### src/rtl/hcm_pkg.sv
// Shared types, constants and mod-26 helpers for the 2x2 Hill cipher block.
// No dependencies; compiled first.
`default_nettype none

package hcm_pkg;

  localparam int MODULUS    = 26;
  localparam int UPPER_BASE = 65;
  localparam int CASE_SHIFT = 32;
  // floor(x * RECIP / 2^16) == floor(x / 26) for every x below 2048
  localparam int RECIP      = 2521;

  localparam int LETTER_W = 5;
  localparam int CHAR_W   = 7;
  localparam int IDX_W    = 3;
  localparam int DATA_W   = 5;
  localparam int SUM_W    = 11;

  typedef logic [LETTER_W-1:0] letter_t;
  typedef logic [CHAR_W-1:0]   char_t;

  typedef enum logic [IDX_W-1:0] {
    REG_KEY_A   = 3'd0,
    REG_KEY_B   = 3'd1,
    REG_KEY_C   = 3'd2,
    REG_KEY_D   = 3'd3,
    REG_DECRYPT = 3'd4
  } cfg_reg_t;

  // Effective matrix and status handed from the key unit to the datapath
  typedef struct packed {
    letter_t m00;
    letter_t m01;
    letter_t m10;
    letter_t m11;
    logic    ok;
    logic    decrypt;
    logic    busy;
  } key_ctl_t;

  typedef struct packed {
    letter_t p0;
    letter_t p1;
  } pair_t;

  // Reduce a 5-bit value (0..31) to 0..25
  function automatic letter_t reduce5(input letter_t x);
    letter_t r;
    r = (x >= letter_t'(MODULUS)) ? letter_t'(x - letter_t'(MODULUS)) : x;
    return r;
  endfunction

  // x mod 26 for x < 2048, by reciprocal multiply
  function automatic letter_t mod26(input logic [SUM_W-1:0] x);
    logic [22:0]      prod;
    logic [6:0]       q;
    logic [SUM_W-1:0] r;
    prod = 23'(x) * 23'(RECIP);
    q    = prod[22:16];
    r    = x - SUM_W'(q) * SUM_W'(MODULUS);
    return r[LETTER_W-1:0];
  endfunction

  // Multiplicative inverse mod 26; returns {ok, inverse}
  function automatic logic [LETTER_W:0] inv_mod26(input letter_t v);
    logic [LETTER_W:0] r;
    unique case (v)
      5'd1:    r = {1'b1, 5'd1};
      5'd3:    r = {1'b1, 5'd9};
      5'd5:    r = {1'b1, 5'd21};
      5'd7:    r = {1'b1, 5'd15};
      5'd9:    r = {1'b1, 5'd3};
      5'd11:   r = {1'b1, 5'd19};
      5'd15:   r = {1'b1, 5'd7};
      5'd17:   r = {1'b1, 5'd23};
      5'd19:   r = {1'b1, 5'd11};
      5'd21:   r = {1'b1, 5'd5};
      5'd23:   r = {1'b1, 5'd17};
      5'd25:   r = {1'b1, 5'd25};
      default: r = '0;
    endcase
    return r;
  endfunction

endpackage

`default_nettype wire

### src/rtl/hcm_if.sv
// Valid/ready channel interfaces: letter input, character output, config writes.
// Depends on hcm_pkg.
`default_nettype none

interface hcm_in_if;
  logic             valid;
  logic             ready;
  hcm_pkg::letter_t letter;
  logic             end_of_text;

  modport source (output valid, letter, end_of_text, input ready);
  modport sink   (input valid, letter, end_of_text, output ready);
endinterface

interface hcm_out_if;
  logic           valid;
  logic           ready;
  hcm_pkg::char_t out_char;
  logic           pair_last;
  logic           key_error;

  modport source (output valid, out_char, pair_last, key_error, input ready);
  modport sink   (input valid, out_char, pair_last, key_error, output ready);
endinterface

interface hcm_cfg_if;
  logic                          valid;
  logic                          ready;
  logic [hcm_pkg::IDX_W-1:0]     index;
  logic [hcm_pkg::DATA_W-1:0]    data;

  modport source (output valid, index, data, input ready);
  modport sink   (input valid, index, data, output ready);
endinterface

`default_nettype wire

### src/rtl/hill_cipher_2x2_mod26_top.sv
// 2x2 Hill cipher mod 26, one letter request per cycle unless held off by a key write or output stall.
// A letter that completes a pair is registered in the pair register, then taken into the output buffer,
// which offers its first character and then its second. Throughput: 1 letter/cycle sustained while the
// output is ready, set by the pair register and the two-entry output buffer; a lone end-of-text letter
// is padded and still costs two characters of output.
// Reset (rst, synchronous): key = identity, encrypt, pairing cleared; letters are held off
// after reset and after every key write while the derived matrix settles.
`default_nettype none

module hill_cipher_2x2_mod26_top (
  input  wire logic clk,
  input  wire logic rst,
  hcm_in_if.sink    letters,
  hcm_out_if.source results,
  hcm_cfg_if.sink   cfg
);
  import hcm_pkg::*;

  key_ctl_t ctl;
  pair_t    pair;
  logic     pair_valid;
  logic     take;

  hcm_key u_key (
    .clk (clk),
    .rst (rst),
    .cfg (cfg),
    .ctl (ctl)
  );

  hcm_pair u_pair (
    .clk        (clk),
    .rst        (rst),
    .letters    (letters),
    .busy       (ctl.busy),
    .take       (take),
    .pair_valid (pair_valid),
    .pair       (pair)
  );

  hcm_out u_out (
    .clk        (clk),
    .rst        (rst),
    .pair_valid (pair_valid),
    .pair       (pair),
    .ctl        (ctl),
    .take       (take),
    .results    (results)
  );

endmodule

`default_nettype wire

### src/rtl/hcm_key.sv
// Key registers and derived effective matrix (key or its inverse mod 26).
// Depends on hcm_pkg and hcm_cfg_if.
`default_nettype none

module hcm_key (
  input  wire logic          clk,
  input  wire logic          rst,
  hcm_cfg_if.sink            cfg,
  output hcm_pkg::key_ctl_t  ctl
);
  import hcm_pkg::*;

  letter_t   key_a, key_b, key_c, key_d;
  logic      decrypt_mode;
  logic [1:0] settle;

  // stage A: reduced key and determinant
  letter_t   ra, rb, rc, rd, det;
  logic      mode_a;
  // stage B: effective matrix
  letter_t   m00, m01, m10, m11;
  logic      ok, mode_b;

  logic              wr;
  logic [9:0]        ad, bc;
  letter_t           ra_next, rb_next, rc_next, rd_next, det_next;
  logic [LETTER_W:0] inv;
  letter_t           dinv;
  letter_t           nb, nc;

  assign cfg.ready = 1'b1;
  assign wr        = cfg.valid && cfg.ready;

  always_ff @(posedge clk) begin
    if (rst) begin
      key_a        <= letter_t'(1);
      key_b        <= '0;
      key_c        <= '0;
      key_d        <= letter_t'(1);
      decrypt_mode <= 1'b0;
    end else if (wr) begin
      unique case (cfg_reg_t'(cfg.index))
        REG_KEY_A:   key_a <= cfg.data;
        REG_KEY_B:   key_b <= cfg.data;
        REG_KEY_C:   key_c <= cfg.data;
        REG_KEY_D:   key_d <= cfg.data;
        REG_DECRYPT: decrypt_mode <= cfg.data[0];
        default: ;
      endcase
    end
  end

  // hold off letters until both derived stages reflect the newest key
  always_ff @(posedge clk) begin
    if (rst || wr) begin
      settle <= 2'd2;
    end else if (settle != 2'd0) begin
      settle <= settle - 2'd1;
    end
  end

  always_comb begin
    ra_next  = reduce5(key_a);
    rb_next  = reduce5(key_b);
    rc_next  = reduce5(key_c);
    rd_next  = reduce5(key_d);
    ad       = 10'(ra_next) * 10'(rd_next);
    bc       = 10'(rb_next) * 10'(rc_next);
    det_next = mod26(SUM_W'(ad) + SUM_W'(MODULUS * MODULUS) - SUM_W'(bc));
  end

  always_ff @(posedge clk) begin
    ra     <= ra_next;
    rb     <= rb_next;
    rc     <= rc_next;
    rd     <= rd_next;
    det    <= det_next;
    mode_a <= decrypt_mode;
  end

  always_comb begin
    inv  = inv_mod26(det);
    dinv = inv[LETTER_W-1:0];
    nb   = letter_t'(MODULUS) - rb;
    nc   = letter_t'(MODULUS) - rc;
  end

  always_ff @(posedge clk) begin
    ok     <= inv[LETTER_W];
    mode_b <= mode_a;
    if (mode_a) begin
      m00 <= mod26(SUM_W'(dinv) * SUM_W'(rd));
      m01 <= mod26(SUM_W'(dinv) * SUM_W'(nb));
      m10 <= mod26(SUM_W'(dinv) * SUM_W'(nc));
      m11 <= mod26(SUM_W'(dinv) * SUM_W'(ra));
    end else begin
      m00 <= ra;
      m01 <= rb;
      m10 <= rc;
      m11 <= rd;
    end
  end

  assign ctl = '{m00: m00, m01: m01, m10: m10, m11: m11,
                 ok: ok, decrypt: mode_b, busy: (settle != 2'd0)};

endmodule

`default_nettype wire

### src/rtl/hcm_pair.sv
// Letter pairing: holds the first letter of a pair, registers completed pairs.
// Depends on hcm_pkg and hcm_in_if.
`default_nettype none

module hcm_pair (
  input  wire logic      clk,
  input  wire logic      rst,
  hcm_in_if.sink         letters,
  input  wire logic      busy,
  input  wire logic      take,
  output logic           pair_valid,
  output hcm_pkg::pair_t pair
);
  import hcm_pkg::*;

  letter_t held_letter;
  logic    half_pair_held;
  logic    accept, completes, pair_valid_next;
  letter_t letter_r;

  assign letters.ready = !busy && (!pair_valid || take);
  assign accept        = letters.valid && letters.ready;
  assign letter_r      = reduce5(letters.letter);
  assign completes     = half_pair_held || letters.end_of_text;
  assign pair_valid_next = (pair_valid && !take) || (accept && completes);

  always_ff @(posedge clk) begin
    if (rst) begin
      held_letter    <= '0;
      half_pair_held <= 1'b0;
      pair_valid     <= 1'b0;
    end else begin
      pair_valid <= pair_valid_next;
      if (accept) begin
        if (completes) begin
          held_letter    <= '0;
          half_pair_held <= 1'b0;
        end else begin
          held_letter    <= letter_r;
          half_pair_held <= 1'b1;
        end
      end
    end
  end

  // unpaired final letter is padded with letter 0
  always_ff @(posedge clk) begin
    if (accept && completes) begin
      pair.p0 <= half_pair_held ? held_letter : letter_r;
      pair.p1 <= half_pair_held ? letter_r : '0;
    end
  end

endmodule

`default_nettype wire

### src/rtl/hcm_out.sv
// Pair product mod 26, character mapping and two-entry result serializer.
// Depends on hcm_pkg and hcm_out_if.
`default_nettype none

module hcm_out (
  input  wire logic              clk,
  input  wire logic              rst,
  input  wire logic              pair_valid,
  input  wire hcm_pkg::pair_t    pair,
  input  wire hcm_pkg::key_ctl_t ctl,
  output logic                   take,
  hcm_out_if.source              results
);
  import hcm_pkg::*;

  char_t   char0, char1;
  logic    err;
  logic    ob_valid, ob_second;
  letter_t v0, v1;
  char_t   base;
  logic    out_done;

  always_comb begin
    v0   = mod26(SUM_W'(ctl.m00) * SUM_W'(pair.p0) + SUM_W'(ctl.m01) * SUM_W'(pair.p1));
    v1   = mod26(SUM_W'(ctl.m10) * SUM_W'(pair.p0) + SUM_W'(ctl.m11) * SUM_W'(pair.p1));
    base = char_t'(UPPER_BASE) + (ctl.decrypt ? char_t'(CASE_SHIFT) : '0);
  end

  assign out_done = results.valid && results.ready;
  assign take     = pair_valid && (!ob_valid || (ob_second && results.ready));

  always_ff @(posedge clk) begin
    if (rst) begin
      ob_valid  <= 1'b0;
      ob_second <= 1'b0;
    end else if (take) begin
      ob_valid  <= 1'b1;
      ob_second <= 1'b0;
    end else if (out_done) begin
      ob_valid  <= !ob_second;
      ob_second <= !ob_second;
    end
  end

  always_ff @(posedge clk) begin
    if (take) begin
      char0 <= ctl.ok ? char_t'(base + char_t'(v0)) : '0;
      char1 <= ctl.ok ? char_t'(base + char_t'(v1)) : '0;
      err   <= !ctl.ok;
    end
  end

  assign results.valid     = ob_valid;
  assign results.out_char  = ob_second ? char1 : char0;
  assign results.pair_last = ob_second;
  assign results.key_error = err;

endmodule

`default_nettype wire

### src/flat_wrapper.sv
// flat-port wrapper written by rule: the top's interface ports become plain ports
module hill_cipher_2x2_mod26_top_flat import hcm_pkg::*;
  (clk, rst, letters_valid, letters_letter, letters_end_of_text, letters_ready, results_valid, results_out_char, results_pair_last, results_key_error, results_ready, cfg_valid, cfg_index, cfg_data, cfg_ready);
  hcm_in_if letters_i ();
  hcm_out_if results_i ();
  hcm_cfg_if cfg_i ();
  input  wire logic clk;
  input  wire logic rst;
  input wire logic [$bits(letters_i.valid)-1:0] letters_valid;
  input wire logic [$bits(letters_i.letter)-1:0] letters_letter;
  input wire logic [$bits(letters_i.end_of_text)-1:0] letters_end_of_text;
  output wire logic [$bits(letters_i.ready)-1:0] letters_ready;
  output wire logic [$bits(results_i.valid)-1:0] results_valid;
  output wire logic [$bits(results_i.out_char)-1:0] results_out_char;
  output wire logic [$bits(results_i.pair_last)-1:0] results_pair_last;
  output wire logic [$bits(results_i.key_error)-1:0] results_key_error;
  input wire logic [$bits(results_i.ready)-1:0] results_ready;
  input wire logic [$bits(cfg_i.valid)-1:0] cfg_valid;
  input wire logic [$bits(cfg_i.index)-1:0] cfg_index;
  input wire logic [$bits(cfg_i.data)-1:0] cfg_data;
  output wire logic [$bits(cfg_i.ready)-1:0] cfg_ready;
  assign letters_i.valid = letters_valid;
  assign letters_i.letter = letters_letter;
  assign letters_i.end_of_text = letters_end_of_text;
  assign letters_ready = letters_i.ready;
  assign results_valid = results_i.valid;
  assign results_out_char = results_i.out_char;
  assign results_pair_last = results_i.pair_last;
  assign results_key_error = results_i.key_error;
  assign results_i.ready = results_ready;
  assign cfg_i.valid = cfg_valid;
  assign cfg_i.index = cfg_index;
  assign cfg_i.data = cfg_data;
  assign cfg_ready = cfg_i.ready;
  hill_cipher_2x2_mod26_top u_core (.clk(clk), .rst(rst), .letters(letters_i), .results(results_i), .cfg(cfg_i));
endmodule
### config.mk
export PLATFORM = sky130hd
export DESIGN_NAME = hill_cipher_2x2_mod26_top_flat
export DESIGN_NICKNAME = d
export VERILOG_FILES = /design/src/rtl/hcm_pkg.sv /design/src/rtl/hcm_if.sv /design/src/rtl/hill_cipher_2x2_mod26_top.sv /design/src/rtl/hcm_key.sv /design/src/rtl/hcm_pair.sv /design/src/rtl/hcm_out.sv /design/src/flat_wrapper.sv
export SDC_FILE = /design/constraint.sdc
export NUM_CORES = 2
export LEC_CHECK = 0
export BUFFER_PORTS_ARGS = -buffer_cell sky130_fd_sc_hd__buf_2
export CORE_ASPECT_RATIO = 0.75
export CORE_MARGIN = 3
export CORE_UTILIZATION = 55
export CTS_CLUSTER_SIZE = 25
export DETAILED_ROUTE_END_ITERATION = 8
export GPL_TIMING_DRIVEN = 0
export PLACE_DENSITY = 0.7
export REMOVE_ABC_BUFFERS = 1
export SLEW_MARGIN = 20
export SYNTH_ARGS = -nofsm -noshare
export SYNTH_HDL_FRONTEND = slang
export SYNTH_HIERARCHICAL = 1
export SYNTH_SLANG_ARGS = --single-unit
### constraint.sdc
create_clock -name clk -period 11.5 [get_ports clk]
set_clock_uncertainty 0.15 [all_clocks]
set_input_delay 2.3 -clock clk [delete_from_list [all_inputs] [get_ports clk]]
set_output_delay 2.3 -clock clk [all_outputs]
set_load 0.01 [all_outputs]
==> summary.txt <==
status = finished, violations left
failing checks = setup timing
Hold Violations, Final = 0
# clock sinks = 105
worst hold start = u_core/u_key/decrypt_mode$_SDFFE_PP0P_
drt wl/cell = 15.7 um
worst slack at placement = -1.47 ns
ys async rst share = 0%
adder-cell share of the synthesized area = 57.0%
Unique masters post-synth = 85
TritonCTS clock tree = built
Final Max Slew Viols = 0
antenna violations before repair = 0
Die X = 260 um
Worst R2R End = u_core/u_key/inv[4]$_DFF_P_
via count = 18400
Worst Setup End Kind = register
# DRC = 0
Worst Setup Slack, final = -0.0297 ns
XOR/XNOR Fraction of Synth Area = 5.67%
register bit total from synthesis = 105
Main synth FF type = dfxtp_1
largest net degree at the start of global routing = 31
Slew Limit Headroom = 34.2%
io pins = 31
initial core utilization = 56.0%
hpwl dp = 46100 um
Hold Path Sink = u_core/u_key/mode_a$_DFF_P_
multiplexer area fraction after synthesis = 1.75%
final period utilization = 100%
Synth Area in Simple Gates = 9.56%
WL final = 55500 um
crit start category = register
Worst-Skew Late Latency = 0.37 ns
area grow syn2layout = 9.28%
ratio of cells with drive above 1 in the final layout = 10.0%
cell depth of the worst flop-to-flop path = 48
Synth Cell Area = 26700 um^2
highest clock rate = 86.7 MHz
Layout Nets = 3906
Worst EP arrival = 11.65 ns
site row count = 69
global placement routability congestion = 0.854
worst reg2reg setup slack = -0.03 ns
Synth Area in Compound Gates = 6.44%
Layout fillers = 3862
Core ar. = 47700 um^2
Worst Tran Pin Value = 0.986 ns
initial DRC count = 868
# Max-Cap Violations = 0
DRT Pass-1 Iters = 7
grt ovf = 0
Crit path buffers/inverters = 6
Via density = 5.20
Worst Path Required = 11.62 ns
RSZ-0062 raised after global routing = true
Worst Hold Class = register to register
die area = 51200 um^2
Avg Inst Size Synth = 9.48 um^2
Port Buffers = 29
CP max stage cell = fa_2
final cell count without fillers = 3538
height of the die = 197 um
GRT Util Overall = 22.5%
antenna-violating nets left = 0
number of flip-flops in the largest register = 10
Syn Inst Count = 2813
maximum clock insertion buffer count = 2
Cells on Worst Hold Path = 0
Reg-to-Reg Start = u_core/u_key/key_b[2]$_SDFFE_PP0P_
Largest stage delay, worst path = 0.59 ns
Reg clk slew, reported paths = 0.09 ns
Post-CTS Hold Buffers = 0
CTS Buf Count = 9
ant diodes = 0
sequential area share after synthesis = 8.82%
number of enable flip-flop cells after synthesis = 25
number of global-route vias before repair = 19900
DP Cell Count = 3454
largest family of logic cells by synthesized area = adder cells
most frequent cell on the critical path = fa_1
critical path type = register to register
Ys Warns = 6
Final setup viols = 3
Max FO, Critical Path = 7
Largest Register = u_core/u_pair/pair
Worst path top cell family by delay = adder cells
Largest regs = u_core/u_pair/pair: 10 flops, u_core/u_out/char0: 7 flops, u_core/u_out/char1: 7 flops
min cycle time layout = 11.53 ns
CTS Root Cell = clkbuf_16
first-pass GRT wire length = 95000 um
CTS H-Tree Depth = 3
-- cells by family (layout without fill, tap and decap cells) --
| family | after synthesis | in the layout |
|---|---|---|
| adder cells (fa/ha/maj) | 993 | 993 |
| buffers and inverters | 755 | 841 |
| AND/OR/NAND/NOR | 505 | 505 |
| AO/OA/AOI/OAI | 259 | 259 |
| XOR/XNOR | 151 | 151 |
| flip-flops | 105 | 105 |
| multiplexers | 44 | 44 |
| other | 1 | 1 |
-- Yosys cell counts, drive strengths merged (3+ instances only) --
library cell / n / area [um^2]
o31ai: 9 / 67.6
ha: 623 / 7790
a31oi: 7 / 58.8
mux2: 21 / 236
nor3: 13 / 65.1
inv: 727 / 2730
nor2b: 19 / 119
o21bai: 21 / 158
xor2: 40 / 358
nand3b: 3 / 22.5
a21oi: 80 / 415
o21ba: 4 / 40.0
nor2: 119 / 454
nand2b: 14 / 95.1
edfxtp: 25 / 751
o41ai: 3 / 41.3
and2: 141 / 882
xnor2: 100 / 902
a211o: 3 / 26.3
o21ai: 53 / 265
a21o: 29 / 219
nand4: 7 / 50.1
dfxtp: 80 / 1600
mux2i: 23 / 230
a31o: 3 / 26.3
fa: 370 / 7410
or2: 6 / 37.5
or3: 5 / 31.3
o211ai: 5 / 42.5
nand3: 23 / 115
nand2: 134 / 503
a21boi: 8 / 60.1
o21a: 13 / 97.6
buf: 8 / 57.6
nand4b: 5 / 43.8
and3: 6 / 43.8
a41o: 3 / 30.0
xnor3: 9 / 204
clkbuf: 20 / 75.1
-- stage by stage --
step           hold WS (ns)  utilization, %  TNS [ns]  cell area (um^2)
2_1_floorplan         0.181               -    -0.922             26500
3_3_place_gp          0.187            57.7     -5.88             27500
3_5_place_dp          0.188            57.7     -6.94             27500
4_1_cts               0.199            59.7  -0.00748             28500
5_1_grt               0.208            61.2     -2.32             29100
6_report              0.199            61.2   -0.0622             29100
-- layout by cell type (no fill, tap or decap), types with 6 or more instances in the layout --
cell type and instances:
xor2_2 6, clkbuf_16 9, xor2_1 32, nor2_1 110, dfxtp_4 6, nand4_1 6
xnor2_1 88, xnor3_1 7, buf_2 29, and2_1 138, dfxtp_1 69, mux2_2 20
or2_2 6, buf_4 63, mux2i_1 23, ha_4 17, o21ai_0 29, nand2_2 8
ha_1 605, edfxtp_1 25, fa_1 367, nand3_1 23, o31ai_4 7, nor2b_1 18
a21oi_4 8, inv_2 11, nor2_2 6, o21a_1 13, o21ai_1 15, nand2_1 126
inv_1 712, a21oi_1 64, a21oi_2 8, o21ai_2 8, xnor2_2 10, o21bai_1 21
nor3_1 13, nand2b_1 13, a21o_1 28
-- routing by layer --
layer	track usage [%]	vias up	part of all wire, %
li1	-	9005	-
met1	33.0	9066	49
met2	36.7	288	46
met3	2.66	51	3.6
met4	3.45	0	1.2
met5	0	-	0
-- what timing repair did --
action                     in CTS  in global routing
cloned                          0                  0
gates resized for setup        91                 86
pin swaps                      32                 74
setup endpoints to repair       6                 11
buffers inserted               34                 35
-- area by class of cell --
cell class	count	area (um^2)	share of cell area [%]
well taps	639	800	2.74
inverters	727	2740	9.40
multi-input cells	1953	22200	76.2
clock buffers	9	225	0.773
flip-flops and latches	105	2380	8.17
clock inverters	7	88.8	0.305
repair buffers	98	716	2.46
-- worst max-delay path by stage --
| stage | end | startpoint | slack, ns | depth (start not counted) |
|---|---|---|---|---|
| 5_1_grt | u_core/u_key/inv[4]$_DFF_P_ | u_core/u_key/key_d[1]$_SDFFE_PP0P_ | -0.47 | 47 |
| 3_5_place_dp | u_core/u_key/inv[4]$_DFF_P_ | u_core/u_key/key_a[1]$_SDFFE_PP0P_ | -1.47 | 50 |
| 3_3_place_gp | u_core/u_key/inv[4]$_DFF_P_ | u_core/u_key/key_a[1]$_SDFFE_PP0P_ | -1.26 | 49 |
| 4_1_cts | u_core/u_key/inv[4]$_DFF_P_ | u_core/u_key/key_a[1]$_SDFFE_PP0P_ | -0.007 | 50 |
| 2_1_floorplan | u_core/u_key/inv[4]$_DFF_P_ | u_core/u_key/key_a[1]$_SDFFE_PP0P_ | -0.28 | 50 |
| 6_report | u_core/u_key/inv[4]$_DFF_P_ | u_core/u_key/key_b[2]$_SDFFE_PP0P_ | -0.03 | 48 |
Power is not shown: default switching activity piles up to over one toggle a cycle in this logic, so the estimate is an artifact.
